--- config.mk ---
export PLATFORM = sky130hd
export DESIGN_NAME = gld_front
export DESIGN_NICKNAME = d
export VERILOG_FILES = /design/src/rtl/gld_pkg.sv /design/src/rtl/gld_front.sv
export SDC_FILE = /design/constraint.sdc
export NUM_CORES = 1
export LEC_CHECK = 0
export ABC_CLOCK_PERIOD_IN_PS = 2100
export BUFFER_PORTS_ARGS = -buffer_cell sky130_fd_sc_hd__clkbuf_2
export CORE_ASPECT_RATIO = 1.5
export CORE_MARGIN = 2
export CORE_UTILIZATION = 41
export DETAILED_ROUTE_END_ITERATION = 7
export PLACE_DENSITY = 0.65
export SLEW_MARGIN = 10
export SYNTH_ARGS = -nofsm -noshare
export SYNTH_HDL_FRONTEND = slang
export SYNTH_SLANG_ARGS = --single-unit
--- constraint.sdc ---
create_clock -name clk_i -period 2.1 [get_ports clk_i]
set_input_delay 0.525 -clock clk_i [delete_from_list [all_inputs] [get_ports clk_i]]
set_output_delay 0.525 -clock clk_i [all_outputs]
set_load 0.05 [all_outputs]
--- src/rtl/gld_pkg.sv ---
// Shared types and constants for the GIF LZW pixel decoder.
package gld_pkg;

  localparam int TableEntriesDef = 4096;
  localparam int AddrBitsDef     = 20;
  localparam logic [3:0]  MaxWidth     = 4'd12;
  localparam logic [11:0] LenMax       = 12'hFFF;
  localparam logic [3:0]  MinCodeReset = 4'd8;
  localparam logic [3:0]  MinCodeLow   = 4'd2;
  localparam logic [3:0]  MinCodeHigh  = 4'd8;

  localparam logic REQ_BYTE    = 1'b0;
  localparam logic REQ_ADVANCE = 1'b1;

  typedef enum logic [2:0] {
    STAT_OK       = 3'd0,
    STAT_BEYOND   = 3'd1,
    STAT_FULL     = 3'd2,
    STAT_AFTER    = 3'd3,
    STAT_ADDR_OVF = 3'd4
  } status_e;

  typedef struct packed {
    logic       req_type;
    logic [7:0] data_byte;
  } item_t;

  typedef struct packed {
    logic [11:0] prefix;
    logic [7:0]  suffix;
    logic [11:0] length;
    logic [7:0]  first;
  } entry_t;

endpackage

--- src/rtl/gld_front.sv ---
// Input queue that accepts request beats and hands them to the decode engine.
module gld_front import gld_pkg::*; (
  input  logic  clk_i,
  input  logic  rst_ni,
  input  logic  in_valid_i,
  output logic  in_stall_o,
  input  item_t in_item_i,
  output logic  head_valid_o,
  output item_t head_o,
  input  logic  pop_i
);

  item_t      slot_q [2];
  logic       wptr_q, rptr_q;
  logic [1:0] cnt_q;
  logic       push;
  logic       pop;

  assign in_stall_o   = (cnt_q == 2'd2);
  assign push         = in_valid_i & ~in_stall_o;
  assign head_valid_o = (cnt_q != 2'd0);
  assign pop          = pop_i & head_valid_o;
  assign head_o       = slot_q[rptr_q];

  // Storage for queued beats.
  always_ff @(posedge clk_i) begin
    if (push) begin
      slot_q[wptr_q] <= in_item_i;
    end
  end

  // Pointers and fill count.
  always_ff @(posedge clk_i or negedge rst_ni) begin
    if (!rst_ni) begin
      wptr_q <= 1'b0;
      rptr_q <= 1'b0;
      cnt_q  <= 2'd0;
    end else begin
      if (push) begin
        wptr_q <= ~wptr_q;
      end
      if (pop) begin
        rptr_q <= ~rptr_q;
      end
      cnt_q <= cnt_q + {1'b0, push} - {1'b0, pop};
    end
  end

endmodule

### Yosys cells after proc, flatten, opt, wreduce, memory -nomap -nowiden

Memory sizes are Yosys's and may differ from the RTL's.
Index checks and enable logic that the tools add are counted.
W data, S select, Z words.

| cells by class | value |
|---|---|
| bitwise logic cells | 5 |
| reduce and logical (&&, ||, !) cells | 1 |
| $add $sub $neg | 2 |
| eq/ne operators | 1 |
| muxes and demuxes | 2 |

Operators by type and width:

| cell | number |
|---|---|
| $not A1 Y1 | 3 |
| $add A2 B1 Y2 | 1 |
| $and A1 B1 Y1 | 2 |
| $eq A2 B2 Y1 const B | 1 |
| $mux W1 | 2 |
| $reduce_bool A2 Y1 | 1 |
| $sub A2 B1 Y2 | 1 |

| word-level totals | value |
|---|---|
| bits in writable memories | 18 |
| input port bits | 13 |
| bits in registers | 4 |
| logic and storage cells | 15 |
| memories kept | 1 |

Memories:

| memory | words | bits a word | read ports | clocked after memory_dff | write ports | RTL line | text |
|---|---|---|---|---|---|---|---|
| slot_q | 2 | 9 | 1 | 0 | 1 | gld_front.sv:13 | `item_t slot_q [2];` |

### Longest topological paths before layout

| logic depth | value |
|---|---|
| depth after elaboration | 5 |
| gate-level depth with buffers | 7 |
| depth with buffers taken out | 7 |

### Worst setup path after synthesis

OpenSTA, ideal clock, no wires.

| path | value |
|---|---|
| path kind | reg2reg |
| from | register cnt_q[1] |
| to | register cnt_q[1] |
| period minus slack after synthesis | 1.727 ns |
| setup slack | 0.373 ns |
| required time | 1.977 ns |
| cell stages (with the launch flop) | 8 |
| data arrival time | 1.604 ns |
| path buffers | 0 |
| path through | dfrtp_1 -> or2_4 -> and2_4 -> ha_1 -> inv_1 -> ha_1 -> xnor2_1 -> xnor2_1 |

RTL lines:

| item | RTL line | text |
|---|---|---|
| start, declared | gld_front.sv:15 | `logic [1:0] cnt_q;` |
| start signal, assigned | gld_front.sv:45 | `cnt_q <= cnt_q + {1'b0, push} - {1'b0, pop};` |
| $reduce_bool A2 Y1 | gld_front.sv:21 | `assign head_valid_o = (cnt_q != 2'd0);` |
| net head_valid_o | gld_front.sv:8 | `output logic head_valid_o,` |
| $and A1 B1 Y1 | gld_front.sv:22 | `assign pop = pop_i & head_valid_o;` |
| net pop | gld_front.sv:17 | `logic pop;` |
| $sub A2 B1 Y2 | gld_front.sv:45 |  |

The timed path passes the listed nets, and every way through them passes these cells.
A chain may end at the register's enable or synchronous reset.

==> key figures <==
Outcome
  – Outcome: complete, no violations

CTS
  – Root buf cell: clkbuf_4
  – CTS Hold Bufs: 0
  – TritonCTS Buffers: 3
  – CTS H-tree depth: 1
  – CTS resizes: 0
  – TritonCTS clock tree: yes
  – Worst-Skew Late Latency: 0.29 ns
  – Longest Clk Path Bufs: 2
  – Reg clk slew, reported paths: 0.11 ns
  – Post-CTS Setup Inserts: 0
  – Clock sink count: 22

Power
  – Clk pwr share: 0.114
  – Leak pwr: 0.4241 nW
  – Sequential power share: 0.419
  – Combinational Power Share: 0.467
  – PwrDens: 1600 nW/um^2
  – Switching pwr: 0.7061 mW
  – Internal: 0.9337 mW
  – Total power: 1.640 mW
  – Worst vdd ir: 622.4 uV
  – Sw Share: 0.4306

Logic synthesis
  – Post-synth ARST share: 0.1818
  – Top-area cell type share of the netlist area: 0.6344
  – EDFF count, synth: 18
  – Cells after Synth: 46
  – Post-synthesis sequential area ratio: 0.7518
  – Synth area leaders: edfxtp_1, mux2_2, dfrtp_1, xnor2_1, ha_1
  – Yosys reg bits: 22
  – Ys Warns: 0
  – Primary FF master, synth: edfxtp_1
  – Cell taking the most area after synthesis: edfxtp_1
  – Area of the mapped netlist: 852.1 um^2
  – Syn Nets: 61
  – Most frequent cell after synthesis: edfxtp_1
  – Most common library cells after synthesis: edfxtp_1, mux2_2, dfrtp_1
  – Count of different cell masters after synthesis: 14
  – Mean post-synth cell area: 18.52 um^2

Placement
  – Placed Area: 997.2 um^2
  – I/O Buffers: 23
  – Final RePlAce weighted congestion: 0.5877
  – DP Wirelength: 958.3 um

GRT
  – First-pass GRT wire length: 1932 um
  – Vias in the first global route: 464
  – Initial antenna violation count: 0
  – Largest net degree at the start of global routing: 13
  – Total track usage: 0.1253
  – GRT overflow: 0

Timing
  – Measured slew at the worst slew-check pin: 0.4609 ns
  – Endpoints failing setup: 0
  – Post-Route Setup TNS: 0 ns
  – Post-layout minimum cycle time: 1.931 ns
  – Worst Hold Slack: 0.02102 ns
  – Slew HR: 0.6927
  – Final setup skew: 0.0005624 ns
  – Fin. Hold Viols: 0
  – Final period util: 0.9196
  – RSZ-0062 raised after global routing: false
  – Max frequency: 0.5178 GHz
  – Final Max Tran Viols: 0

Critical path
  – CP Max Fanout: 10
  – Critical Path RT: 1.57 ns
  – CP Class: reg -> out
  – Setup crit end kind: output pin
  – Startpoint Class: flop
  – Worst Path Arrival: 1.41 ns

Drt
  – Vias per Instance: 4.695
  – Vias: 446
  – Antenna Nets Post-Route: 0
  – WL final: 1250 um
  – DR WL/cell: 13.16 um
  – Post-route DRC: 0
  – Pre-Repair DR Iteration Count: 2
  – Initial DRC Count: 5

Die
  – Core footprint: 2002 um^2
  – Io pins: 24
  – DIE WIDTH: 41.22 um
  – FP Rows: 20
  – Starting Density: 0.4256
  – Die area: 2466 um^2
  – DIE HEIGHT: 59.83 um

Cells and area
  – Final core utilization: 0.5119
  – Post-route cell area: 1025 um^2
  – FF+latch area: 641.9 um^2
  – Fill cell count: 187
  – # diodes: 0
  – Share of layout cells above drive strength 1: 0.5342
  – Area taken by multi-input logic gates: 198.9 um^2
  – Area grow syn2layout: 20.26%
  – Final #Nets: 89

Run
  – Max cap viols: 0

Min path
  – Worst hold path type: in -> async
## layout make-up
| class | count | share of cell area |
|---|---|---|
| Tap cell | 22 | 0.02686 |
| Multi-Input combinational cell | 21 | 0.1941 |
| Inverter | 2 | 0.007326 |
| Sequential cell | 22 | 0.6264 |
| Timing Repair Buffer | 24 | 0.1197 |
| Clock buffer | 4 | 0.02564 |
## through the flow
step / setup WS, ns / instances
finish: 0.1689 / 95
global route: 0.09462 / 95
floorplan: 0.3734 / 46
global placement: 0.3548 / 91
detailed placement: 0.3643 / 91
CTS: 0.01765 / 95
## logic make-up after synthesis
kind of cell	Yosys count	synth area share
DFF	22	0.7518
muxes	9	0.1189
and+or+nand+nor	6	0.04406
xor gates and xnor gates	4	0.04112
buffers and inverters	3	0.01468
adders and majority gates	2	0.02936
## power groups by stage
stage | Combinational (mW) | Sequential, mW | Clock (mW)
finish | 0.765 | 0.687 | 0.187
global route | 0.822 | 0.706 | 0.213
global placement | 0.758 | 0.692 | 0
CTS | 0.780 | 0.689 | 0.198
detailed placement | 0.773 | 0.700 | 0
floorplan | 0.659 | 0.649 | 0
## flip-flops by register name, summed over array words and instances (netlist names)
signal  flops
cnt_q       2
slot_q     18
wptr_q      1
rptr_q      1
## cell usage in the layout, fill, tap and decap left out, types with 2 or more instances in the layout
cell type / netlist / final
clkbuf_2: 0 / 23
clkbuf_4: 0 / 3
dfrtp_1: 4 / 3
edfxtp_1: 18 / 18
ha_1: 2 / 2
inv_1: 2 / 2
mux2_2: 9 / 9
xnor2_1: 3 / 3
## routing by layer
metal  GRT usage  part of all wire
met1      0.1290              0.39
met4     0.09677             0.011
met2      0.2076              0.56
met3     0.02230             0.034
met5           0                 0
## critical path, stage by stage, from the launching register on
cell	delay, ns
dfrtp_2	0.52
mux2_2	0.36
clkbuf_2	0.23
## path summary, 6_finish.rpt
path | slack [ns] | to | depth (start not counted) | from
worst max-delay path | 0.17 | head_o[7] | 2 | rptr_q
worst min-delay path | 0.02 | wptr_q | 1 | rst_ni
worst max register to register | 0.38 | cnt_q[1] | 7 | cnt_q[1]
worst min register to register | 0.50 | wptr_q | 1 | wptr_q
max in group asynchronous | 1.93 | rptr_q | 1 | rst_ni
min in group clk_i | 0.41 | slot_q[1][7] | 1 | in_item_i[7]
(Power assumes the default switching activity.)
